### src/hw/rtl/dmq_pkg.sv
// Shared types and constants for the drop-oldest message queue.
// Used by dmq_mem, dmq_ctrl and drop_oldest_message_queue; no dependencies.
`timescale 1ns / 1ps
`default_nettype none

package dmq_pkg;

    localparam int TAG_W       = 16;
    localparam int SIZE_W      = 16;
    localparam int BYTES_W     = 22;
    localparam int DEPTH_CFG_W = 7;
    localparam int CFG_IDX_W   = 2;
    localparam int CFG_DATA_W  = 22;

    // Configuration register indexes
    localparam logic [CFG_IDX_W-1:0] CFG_MAX_DEPTH = 2'd0;
    localparam logic [CFG_IDX_W-1:0] CFG_MAX_BYTES = 2'd1;

    localparam logic [DEPTH_CFG_W-1:0] MAX_DEPTH_RESET = 7'd64;
    localparam logic [BYTES_W-1:0]     MAX_BYTES_RESET = 22'd262144;

    typedef enum logic [1:0] {
        OP_PUT  = 2'd0,
        OP_GET  = 2'd1,
        OP_DROP = 2'd2,
        OP_NONE = 2'd3
    } op_t;

    typedef enum logic [1:0] {
        STAT_OK      = 2'd0,
        STAT_TOO_BIG = 2'd1,
        STAT_EMPTY   = 2'd2
    } status_t;

    typedef enum logic [1:0] {
        FSM_IDLE,
        FSM_POP_WAIT,
        FSM_PUT_CHECK,
        FSM_DROP_WAIT
    } fsm_t;

    typedef struct packed {
        logic [TAG_W-1:0]  tag;
        logic [SIZE_W-1:0] size;
    } entry_t;

    typedef struct packed {
        logic rd_en;
        logic wr_en;
    } mem_ctl_t;

    typedef struct packed {
        logic [DEPTH_CFG_W-1:0] max_depth;
        logic [BYTES_W-1:0]     max_bytes;
    } cfg_t;

endpackage

`default_nettype wire

### src/hw/rtl/dmq_mem.sv
// Descriptor store: one write port, one read port, registered read data.
// Depends on dmq_pkg for the entry type and the port control struct.
`timescale 1ns / 1ps
`default_nettype none

module dmq_mem #(
    parameter int DEPTH = 64,
    parameter int AW    = 6
) (
    input  wire logic              clk,
    input  wire dmq_pkg::mem_ctl_t ctl,
    input  wire logic [AW-1:0]     raddr,
    input  wire logic [AW-1:0]     waddr,
    input  wire dmq_pkg::entry_t   wdata,
    output dmq_pkg::entry_t        rdata
);
    import dmq_pkg::*;

    entry_t mem [DEPTH];

    // Write the tail entry
    always_ff @(posedge clk)
    begin
        if (ctl.wr_en)
        begin
            mem[waddr] <= wdata;
        end
    end

    // Read the head entry into a registered output
    always_ff @(posedge clk)
    begin
        if (ctl.rd_en)
        begin
            rdata <= mem[raddr];
        end
    end

endmodule

`default_nettype wire

### src/hw/rtl/dmq_ctrl.sv
// Queue sequencer: head, length and byte total, admission and drop loop.
// Depends on dmq_pkg; drives the read and write ports of dmq_mem.
`timescale 1ns / 1ps
`default_nettype none

module dmq_ctrl #(
    parameter int QUEUE_DEPTH = 64,
    parameter int IDX_W       = 6,
    parameter int CNT_W       = 7
) (
    input  wire logic                        clk,
    input  wire logic                        rst_n,
    input  wire dmq_pkg::cfg_t               cfg,
    input  wire logic                        start,
    output logic                             busy,
    input  wire logic [1:0]                  op,
    input  wire logic [dmq_pkg::TAG_W-1:0]   msg_tag,
    input  wire logic [dmq_pkg::SIZE_W-1:0]  msg_size,
    output dmq_pkg::mem_ctl_t                mem_ctl,
    output logic [IDX_W-1:0]                 mem_raddr,
    output logic [IDX_W-1:0]                 mem_waddr,
    output dmq_pkg::entry_t                  mem_wdata,
    input  wire dmq_pkg::entry_t             mem_rdata,
    output logic                             done,
    output logic [1:0]                       status,
    output logic [CNT_W-1:0]                 dropped_count,
    output logic [dmq_pkg::TAG_W-1:0]        out_tag,
    output logic [dmq_pkg::SIZE_W-1:0]       out_size,
    output logic [CNT_W-1:0]                 queue_length,
    output logic [dmq_pkg::BYTES_W-1:0]      queue_bytes
);
    import dmq_pkg::*;

    localparam int DW    = (CNT_W > DEPTH_CFG_W) ? CNT_W : DEPTH_CFG_W;
    localparam int SUM_W = CNT_W + 1;

    fsm_t                state_reg, state_next;
    logic [IDX_W-1:0]    head_reg, head_next;
    logic [CNT_W-1:0]    count_reg, count_next;
    logic [BYTES_W-1:0]  bytes_reg, bytes_next;
    logic [CNT_W-1:0]    drop_reg, drop_next;
    logic [TAG_W-1:0]    tag_reg, tag_next;
    logic [SIZE_W-1:0]   size_reg, size_next;
    logic                done_reg, done_next;
    status_t             status_reg, status_next;
    logic [CNT_W-1:0]    res_drop_reg, res_drop_next;
    logic [TAG_W-1:0]    res_tag_reg, res_tag_next;
    logic [SIZE_W-1:0]   res_size_reg, res_size_next;

    logic [DW-1:0]       depth_cfg;
    logic [DW-1:0]       depth_lim;
    logic                at_limit;
    logic                bytes_over;
    logic                too_big;
    logic [SUM_W-1:0]    tail_sum;
    logic [IDX_W-1:0]    tail_idx;
    logic [IDX_W-1:0]    head_inc;

    // Clamp the depth limit to 1 .. QUEUE_DEPTH
    always_comb
    begin
        depth_cfg = DW'(cfg.max_depth);
        if (depth_cfg == '0)
        begin
            depth_lim = DW'(1);
        end
        else if (depth_cfg > DW'(QUEUE_DEPTH))
        begin
            depth_lim = DW'(QUEUE_DEPTH);
        end
        else
        begin
            depth_lim = depth_cfg;
        end
    end

    // Admission checks: limits against the held put, size against the offered message
    assign at_limit   = DW'(count_reg) >= depth_lim;
    assign bytes_over = ({1'b0, bytes_reg} + (BYTES_W + 1)'(size_reg))
                        > {1'b0, cfg.max_bytes};
    assign too_big    = BYTES_W'(msg_size) > cfg.max_bytes;

    // Circular index arithmetic
    always_comb
    begin
        tail_sum = SUM_W'(head_reg) + SUM_W'(count_reg);
        if (tail_sum >= SUM_W'(QUEUE_DEPTH))
        begin
            tail_sum = tail_sum - SUM_W'(QUEUE_DEPTH);
        end
        tail_idx = tail_sum[IDX_W-1:0];
        head_inc = (head_reg == IDX_W'(QUEUE_DEPTH - 1)) ? '0 : head_reg + 1'b1;
    end

    // Next state, memory access and result
    always_comb
    begin
        state_next    = state_reg;
        head_next     = head_reg;
        count_next    = count_reg;
        bytes_next    = bytes_reg;
        drop_next     = drop_reg;
        tag_next      = tag_reg;
        size_next     = size_reg;
        done_next     = 1'b0;
        status_next   = status_reg;
        res_drop_next = res_drop_reg;
        res_tag_next  = res_tag_reg;
        res_size_next = res_size_reg;
        mem_ctl       = '0;
        mem_waddr     = tail_idx;
        mem_wdata     = '{tag: tag_reg, size: size_reg};

        unique case (state_reg)
            FSM_IDLE:
            begin
                if (start)
                begin
                    res_drop_next = '0;
                    res_tag_next  = '0;
                    res_size_next = '0;
                    status_next   = STAT_OK;
                    unique case (op_t'(op))
                        OP_PUT:
                        begin
                            if (too_big)
                            begin
                                status_next = STAT_TOO_BIG;
                                done_next   = 1'b1;
                            end
                            else
                            begin
                                tag_next   = msg_tag;
                                size_next  = msg_size;
                                drop_next  = '0;
                                state_next = FSM_PUT_CHECK;
                            end
                        end
                        OP_GET, OP_DROP:
                        begin
                            if (count_reg == '0)
                            begin
                                status_next = STAT_EMPTY;
                                done_next   = 1'b1;
                            end
                            else
                            begin
                                mem_ctl.rd_en = 1'b1;
                                state_next    = FSM_POP_WAIT;
                            end
                        end
                        OP_NONE:
                        begin
                            done_next = 1'b1;
                        end
                    endcase
                end
            end

            FSM_POP_WAIT:
            begin
                res_tag_next  = mem_rdata.tag;
                res_size_next = mem_rdata.size;
                bytes_next    = bytes_reg - BYTES_W'(mem_rdata.size);
                count_next    = count_reg - 1'b1;
                head_next     = head_inc;
                done_next     = 1'b1;
                state_next    = FSM_IDLE;
            end

            FSM_PUT_CHECK:
            begin
                if ((count_reg != '0) && (at_limit || bytes_over))
                begin
                    // Drop the head: fetch its size first
                    mem_ctl.rd_en = 1'b1;
                    state_next    = FSM_DROP_WAIT;
                end
                else
                begin
                    // Append at the tail and report
                    mem_ctl.wr_en = 1'b1;
                    count_next    = count_reg + 1'b1;
                    bytes_next    = bytes_reg + BYTES_W'(size_reg);
                    res_drop_next = drop_reg;
                    done_next     = 1'b1;
                    state_next    = FSM_IDLE;
                end
            end

            FSM_DROP_WAIT:
            begin
                bytes_next = bytes_reg - BYTES_W'(mem_rdata.size);
                count_next = count_reg - 1'b1;
                head_next  = head_inc;
                drop_next  = drop_reg + 1'b1;
                state_next = FSM_PUT_CHECK;
            end
        endcase
    end

    // Control state
    always_ff @(posedge clk or negedge rst_n)
    begin
        if (!rst_n)
        begin
            state_reg <= FSM_IDLE;
            head_reg  <= '0;
            count_reg <= '0;
            bytes_reg <= '0;
            done_reg  <= 1'b0;
        end
        else
        begin
            state_reg <= state_next;
            head_reg  <= head_next;
            count_reg <= count_next;
            bytes_reg <= bytes_next;
            done_reg  <= done_next;
        end
    end

    // Held put and result payload
    always_ff @(posedge clk)
    begin
        drop_reg     <= drop_next;
        tag_reg      <= tag_next;
        size_reg     <= size_next;
        status_reg   <= status_next;
        res_drop_reg <= res_drop_next;
        res_tag_reg  <= res_tag_next;
        res_size_reg <= res_size_next;
    end

    assign mem_raddr     = head_reg;
    assign busy          = (state_reg != FSM_IDLE);
    assign done          = done_reg;
    assign status        = status_reg;
    assign dropped_count = res_drop_reg;
    assign out_tag       = res_tag_reg;
    assign out_size      = res_size_reg;
    assign queue_length  = count_reg;
    assign queue_bytes   = bytes_reg;

    // Length never exceeds the store
    a_count_bound: assert property (@(posedge clk) disable iff (!rst_n)
        count_reg <= CNT_W'(QUEUE_DEPTH))
        else $error("queue length beyond store depth");

    // An empty queue holds no bytes
    a_empty_bytes: assert property (@(posedge clk) disable iff (!rst_n)
        (count_reg == '0) |-> (bytes_reg == '0))
        else $error("byte total nonzero on empty queue");

    // Head read and tail write never share a cycle
    a_port_excl: assert property (@(posedge clk) disable iff (!rst_n)
        !(mem_ctl.rd_en && mem_ctl.wr_en))
        else $error("read and write in same cycle");

    // A drop read always returns to the admission check
    a_drop_loop: assert property (@(posedge clk) disable iff (!rst_n)
        (state_reg == FSM_DROP_WAIT) |=> (state_reg == FSM_PUT_CHECK))
        else $error("drop loop left early");

    // A successful put leaves at least one entry
    a_put_len: assert property (@(posedge clk) disable iff (!rst_n)
        ((state_reg == FSM_PUT_CHECK) && mem_ctl.wr_en) |=> (count_reg != '0))
        else $error("put left queue empty");

endmodule

`default_nettype wire

### src/hw/rtl/drop_oldest_message_queue.sv
// Top level of the drop-oldest message queue: configuration registers,
// sequencer and descriptor store. Depends on dmq_pkg, dmq_ctrl and dmq_mem.
//
// Usage:
//   Pulse start with op/msg_tag/msg_size while busy is low; the transaction
//   is taken at that clock edge. Exactly one result per transaction appears
//   on status/dropped_count/out_tag/out_size/queue_length/queue_bytes for
//   one cycle, marked by done. The receiver cannot stall; every result is
//   taken in the cycle it is shown.
//   A rejected put, an empty get or drop-head and the unused op finish
//   straight from idle; a get or drop-head reads the head, then pops it; a
//   put runs the admission check, a head drop per failed check, then the
//   append. Each drop is a head read from the store then its removal,
//   because the size of the dropped entry is only known after the synchronous read.
//   Items are handled one at a time; busy stays high until done is set, and
//   a new transaction may be taken in the cycle done is high.
//   Configuration (cfg_write/cfg_index/cfg_data) is taken at any edge with
//   cfg_write high; index 0 is max_depth, 1 is max_bytes, others ignored.
//   Reset empties the queue and restores max_depth 64, max_bytes 262144;
//   store contents are not cleared and no clearing pass is needed.
`timescale 1ns / 1ps
`default_nettype none

module drop_oldest_message_queue #(
    parameter int QUEUE_DEPTH = 64,
    localparam int IDX_W      = (QUEUE_DEPTH > 1) ? $clog2(QUEUE_DEPTH) : 1,
    localparam int CNT_W      = $clog2(QUEUE_DEPTH + 1)
) (
    input  wire logic                           clk,
    input  wire logic                           rst_n,
    input  wire logic                           cfg_write,
    input  wire logic [dmq_pkg::CFG_IDX_W-1:0]  cfg_index,
    input  wire logic [dmq_pkg::CFG_DATA_W-1:0] cfg_data,
    input  wire logic                           start,
    output logic                                busy,
    input  wire logic [1:0]                     op,
    input  wire logic [dmq_pkg::TAG_W-1:0]      msg_tag,
    input  wire logic [dmq_pkg::SIZE_W-1:0]     msg_size,
    output logic                                done,
    output logic [1:0]                          status,
    output logic [CNT_W-1:0]                    dropped_count,
    output logic [dmq_pkg::TAG_W-1:0]           out_tag,
    output logic [dmq_pkg::SIZE_W-1:0]          out_size,
    output logic [CNT_W-1:0]                    queue_length,
    output logic [dmq_pkg::BYTES_W-1:0]         queue_bytes
);
    import dmq_pkg::*;

    cfg_t     cfg_reg, cfg_next;
    mem_ctl_t mem_ctl;
    logic [IDX_W-1:0] mem_raddr;
    logic [IDX_W-1:0] mem_waddr;
    entry_t   mem_wdata;
    entry_t   mem_rdata;

    // Decode configuration writes
    always_comb
    begin
        cfg_next = cfg_reg;
        if (cfg_write)
        begin
            unique case (cfg_index)
                CFG_MAX_DEPTH: cfg_next.max_depth = cfg_data[DEPTH_CFG_W-1:0];
                CFG_MAX_BYTES: cfg_next.max_bytes = cfg_data[BYTES_W-1:0];
                default:       cfg_next = cfg_reg;
            endcase
        end
    end

    // Hold the configuration
    always_ff @(posedge clk or negedge rst_n)
    begin
        if (!rst_n)
        begin
            cfg_reg.max_depth <= MAX_DEPTH_RESET;
            cfg_reg.max_bytes <= MAX_BYTES_RESET;
        end
        else
        begin
            cfg_reg <= cfg_next;
        end
    end

    dmq_ctrl #(
        .QUEUE_DEPTH (QUEUE_DEPTH),
        .IDX_W       (IDX_W),
        .CNT_W       (CNT_W)
    ) u_ctrl (
        .clk           (clk),
        .rst_n         (rst_n),
        .cfg           (cfg_reg),
        .start         (start),
        .busy          (busy),
        .op            (op),
        .msg_tag       (msg_tag),
        .msg_size      (msg_size),
        .mem_ctl       (mem_ctl),
        .mem_raddr     (mem_raddr),
        .mem_waddr     (mem_waddr),
        .mem_wdata     (mem_wdata),
        .mem_rdata     (mem_rdata),
        .done          (done),
        .status        (status),
        .dropped_count (dropped_count),
        .out_tag       (out_tag),
        .out_size      (out_size),
        .queue_length  (queue_length),
        .queue_bytes   (queue_bytes)
    );

    dmq_mem #(
        .DEPTH (QUEUE_DEPTH),
        .AW    (IDX_W)
    ) u_mem (
        .clk   (clk),
        .ctl   (mem_ctl),
        .raddr (mem_raddr),
        .waddr (mem_waddr),
        .wdata (mem_wdata),
        .rdata (mem_rdata)
    );

endmodule

`default_nettype wire

### config.mk
export PLATFORM = sky130hd
export DESIGN_NAME = drop_oldest_message_queue
export DESIGN_NICKNAME = d
export VERILOG_FILES = /design/src/hw/rtl/dmq_pkg.sv /design/src/hw/rtl/dmq_mem.sv /design/src/hw/rtl/dmq_ctrl.sv /design/src/hw/rtl/drop_oldest_message_queue.sv
export SDC_FILE = /design/constraint.sdc
export NUM_CORES = 2
export LEC_CHECK = 0
export CAP_MARGIN = 5
export CORE_UTILIZATION = 57
export CTS_CLUSTER_DIAMETER = 60
export CTS_CLUSTER_SIZE = 20
export DETAILED_ROUTE_END_ITERATION = 6
export DONT_BUFFER_PORTS = 1
export GPL_TIMING_DRIVEN = 0
export PLACE_DENSITY = 0.75
export SLEW_MARGIN = 40
export SYNTH_ARGS = -nofsm -noshare
export SYNTH_HDL_FRONTEND = slang
export SYNTH_SLANG_ARGS = --single-unit
### constraint.sdc
create_clock -name clk -period 8.2 [get_ports clk]
set_clock_uncertainty 0.1 [all_clocks]
set_input_delay 2.46 -clock clk [delete_from_list [all_inputs] [get_ports clk]]
set_output_delay 2.46 -clock clk [all_outputs]
set_load 0.03 [all_outputs]
==> run summary <==
The total number of vias is 44680, and the logic gate share of total power is 0.361. The worst setup path is launched from a flop. Wires add up to 242.7 mm. The post-synthesis async set-or-reset flop share is 0.03009.

The register with the most flip-flops in the layout has 2048 of them. Number of global-route vias before repair: 44610. The average footprint of a synthesized cell works out to 22.70 µm². The first global-routing pass estimated 338.7 mm of wire. Area share of the largest cell type after synthesis: 0.7386. The synthesized netlist cell count is 3868, and the number of maximum-capacitance constraint violations is 0.

The number of storage elements in the synthesis netlist was 2227; the total of endpoints with negative setup slack in the final report was 0. The run finished, with violations left. The logs give 9217 for the number of filler instances in the final layout and 0.83 ns for the clock insertion delay at the later pin of the skew report.

The final core utilization is 0.6565. In this run the static leakage power is 31.74 nW. The area growth from synthesis to layout is 13.97%.

The tools report the number of cell rows as 143. Number of detailed-route iterations in the first pass: 7. The clock-pin slew on the worst setup and hold paths came out at 0.08 ns. In this run, the number of DRC markers left after iteration 0 of detailed routing was 7459.

Internal power comes to 0.02186 W. The total overflow reported by the global router was 0. The overall die width was 394.5 µm. The logs give 4031 for the total nets after synthesis and 1 for the remaining antenna violation count.

Detailed placement finished with a half-perimeter wire length of 166.8 mm. The detailed-route vias per instance is 6.983, and the distinct cell type count of the synthesized netlist is 69. The sum of internal, switching and leakage power was 0.03390 W; the H-tree depth was 4. Transition time at the pin with the least slew margin: 0.9296 ns. The cell taking the most area after synthesis was edfxtp_1. The worst slew margin relative to its limit was 0.3803. The primary flip-flop cell chosen by synthesis mapping was edfxtp_1.

Last weighted congestion value of the routability-driven placer: 0.9435. The detailed-route wire length per cell was 37.93 µm; the share of the clock period used by the worst path after layout was 0.9630. The commonest non-fill, non-tap cell in the layout is edfxtp_1.

During synthesis, Yosys emitted a total of 0 warnings. The highest clock rate came out at 0.1266 GHz. The run gives 147 as the number of clock buffers inserted by TritonCTS. The type of the most critical hold path was flop to flop. The number of hold buffers added after CTS was 0. Final hold violation count: 0. Once layout is done, the placed cells without fillers occupy 100100 µm². The tools report the sequential share of the synthesized area as 0.7577. The minimum clock period is 7.896 ns, and the part of the power in the clock network is 0.226. The total DRC errors in the routed layout is 2, and the largest fanout of any net on the critical path is 13. STA classifies the critical path endpoint as a flop.

The run gives 134 as the number of ports placed on the die boundary. The run gives 3 as the number of buffers on the longest clock path. The starting density of the core was 0.5761; the cell area after synthesis was 87820 µm². Entering global routing, the biggest net connects 68 pins. The die covers 155600 µm².

The checks that failed: antenna rules, DRC. VDD sags by at most 0.0002824 V. The tools report the reported net switching power as 0.01204 W. For the clock sink count, the log shows 2227. The number of enable-type register cells in the synthesized netlist works out to 2160. The die span in y was 394.5 µm. Yosys attributes the largest share of cell area to edfxtp_1 (74%), mux4_2 (17%), dfrtp_1 (1.9%).

Dividing total power by cell area gives a power density of 338.7 nW/µm². For this run, the number of standard cells in the final layout without fillers is 6399. The region available for standard cell placement spans 152400 µm². TritonCTS built the clock tree. The total global routing track utilization is 0.3154, and the layout net count is 4429.

The proportion of total power due to net switching works out to 0.3552. Setup repair after global routing left no endpoint under its margin. For the worst setup path, the data required time is 8.62 ns. The initial antenna violation count was 27. In the layout the commonest cells are edfxtp_1 (2160), mux4_2 (672), clkbuf_16 (152). The worst path arrival time was 8.32 ns. In this run, placement finished with an instance count of 6145.

The worst setup path is of the flop to flop kind. Setup total negative slack on the finished layout was measured at 0 ns. The cell at the root of the clock tree is clkbuf_16. The placed instances occupy a cell area of 95320 µm². The count of buffers added on input and output ports is 0. The run gives 0 as the number of pins exceeding their max-slew limit in the final report.

The tools report the portion of total power attributed to sequential cells as 0.414. The ratio of cells with drive above 1 in the final layout was 0.3116.
area by class of cell:
type | instances | area [µm²] | area share
flip-flops and latches | 2227 | 66540 | 0.6649
multi-input cells | 1423 | 20940 | 0.2092
repair buffers | 249 | 4373 | 0.04369
clock buffers | 171 | 3885 | 0.03882
well taps | 2030 | 2540 | 0.02538
clock inverters | 67 | 813.3 | 0.008126
plain buffers | 171 | 782.0 | 0.007814
inverters | 47 | 176.4 | 0.001763
diodes | 14 | 35.03 | 0.0003501
what timing repair did:
action                     4_1_cts  5_1_grt
setup endpoints to repair        0       12
buffers inserted                 0        2
gates resized for setup          0        1
through the flow:
stage / setup WS [ns] / hold slack [ns]
final: 0.3038 / 0.4115
after global routing: 0.04077 / 0.4240
after CTS: 0.5486 / 0.4087
after detailed placement: 0.6874 / 0.3933
after global placement: -2.780 / 0.3886
after floorplan: 1.131 / 0.3793
worst max-delay path, cell delays in order (launching register included):
cell,delay (ns)
dfrtp_1,0.62
ha_1,0.27
inv_1,0.07
fa_1,0.40
nor2b_1,0.12
o21ai_0,0.13
a21oi_1,0.23
o21ai_0,0.20
o21ai_0,0.46
a31oi_1,0.22
o21ai_0,0.27
o2111ai_1,0.18
xnor2_1,0.17
ha_1,0.33
and4_1,0.19
nand4_1,0.14
and3b_1,0.27
a211oi_1,0.06
or3_1,0.37
a21o_1,0.30
a211oi_2,0.69
nand2_1,0.68
nor2_4,0.71
buf_16,0.24
buf_16,0.16
path summary, 6_finish.rpt:
path | start | end | slack (ns) | cells after the start
worst max-delay path | u_ctrl.queue_bytes[0]$_DFFE_PN0P_ | u_mem.mem[9][3]$_DFFE_PP_ | 0.30 | 24
worst min-delay path | cfg_reg[3]$_DFFE_PN0P_ | cfg_reg[3]$_DFFE_PN0P_ | 0.41 | 1
worst min register to register | cfg_reg[3]$_DFFE_PN0P_ | cfg_reg[3]$_DFFE_PN0P_ | 0.41 | 1
worst max register to register | u_ctrl.queue_bytes[0]$_DFFE_PN0P_ | u_mem.mem[9][3]$_DFFE_PP_ | 0.30 | 24
max in group asynchronous | rst_n | cfg_reg[18]$_DFFE_PN1P_ | 6.59 | 0
min in group asynchronous | rst_n | u_ctrl.mem_raddr[5]$_DFFE_PN0N_ | 1.22 | 0
power by group through the flow:
stage | clock (W) | combinational (W) | sequential (W)
after floorplan | 0 | 0.00707 | 0.0141
after global placement | 0 | 0.0108 | 0.0144
after detailed placement | 0 | 0.0117 | 0.0142
after CTS | 0.00769 | 0.0119 | 0.0140
after global routing | 0.00807 | 0.0125 | 0.0141
final | 0.00766 | 0.0122 | 0.0140
kinds of logic (layout without fill, tap and decap cells):
family | Yosys count | count (layout) | share of synthesized area
AO/OA/AOI/OAI | 211 | 211 | 0.01539
XOR/XNOR | 66 | 66 | 0.006583
adder cells (fa/ha/maj) | 101 | 101 | 0.01473
buffers and inverters | 218 | 705 | 0.01012
flip-flops | 2227 | 2227 | 0.7577
multiplexers | 706 | 706 | 0.1768
other | 0 | 14 | 0
AND/OR/NAND/NOR | 339 | 339 | 0.01864
cells in the mapped netlist (9+ instances only):
master and n:
nor2_1 122, inv_1 46, mux4_2 672, nand4_1 9, mux2_2 29, edfxtp_1 2160, and2_1 41, nor3_1 16
clkbuf_1 107, o21ai_1 10, buf_2 38, nand3_1 20, xor2_1 30, o21ai_0 53, a21oi_1 58, dfrtp_1 65
nand2_1 81, o21a_1 11, ha_1 97, buf_1 23, xnor2_1 36, a21o_1 27
metal layers:
metal | part of all wire | vias up | routed length (µm) | track usage
met2 | 0.48 | 3484 | 116900 | 0.5007
met1 | 0.33 | 23400 | 80810 | 0.4008
met5 | 0.00028 | - | 69 | 0
met4 | 0.059 | 12 | 14290 | 0.1593
met3 | 0.13 | 651 | 30650 | 0.09112
li1 | - | 17140 | - | -
Note: power is estimated with default switching activity, not from simulation.
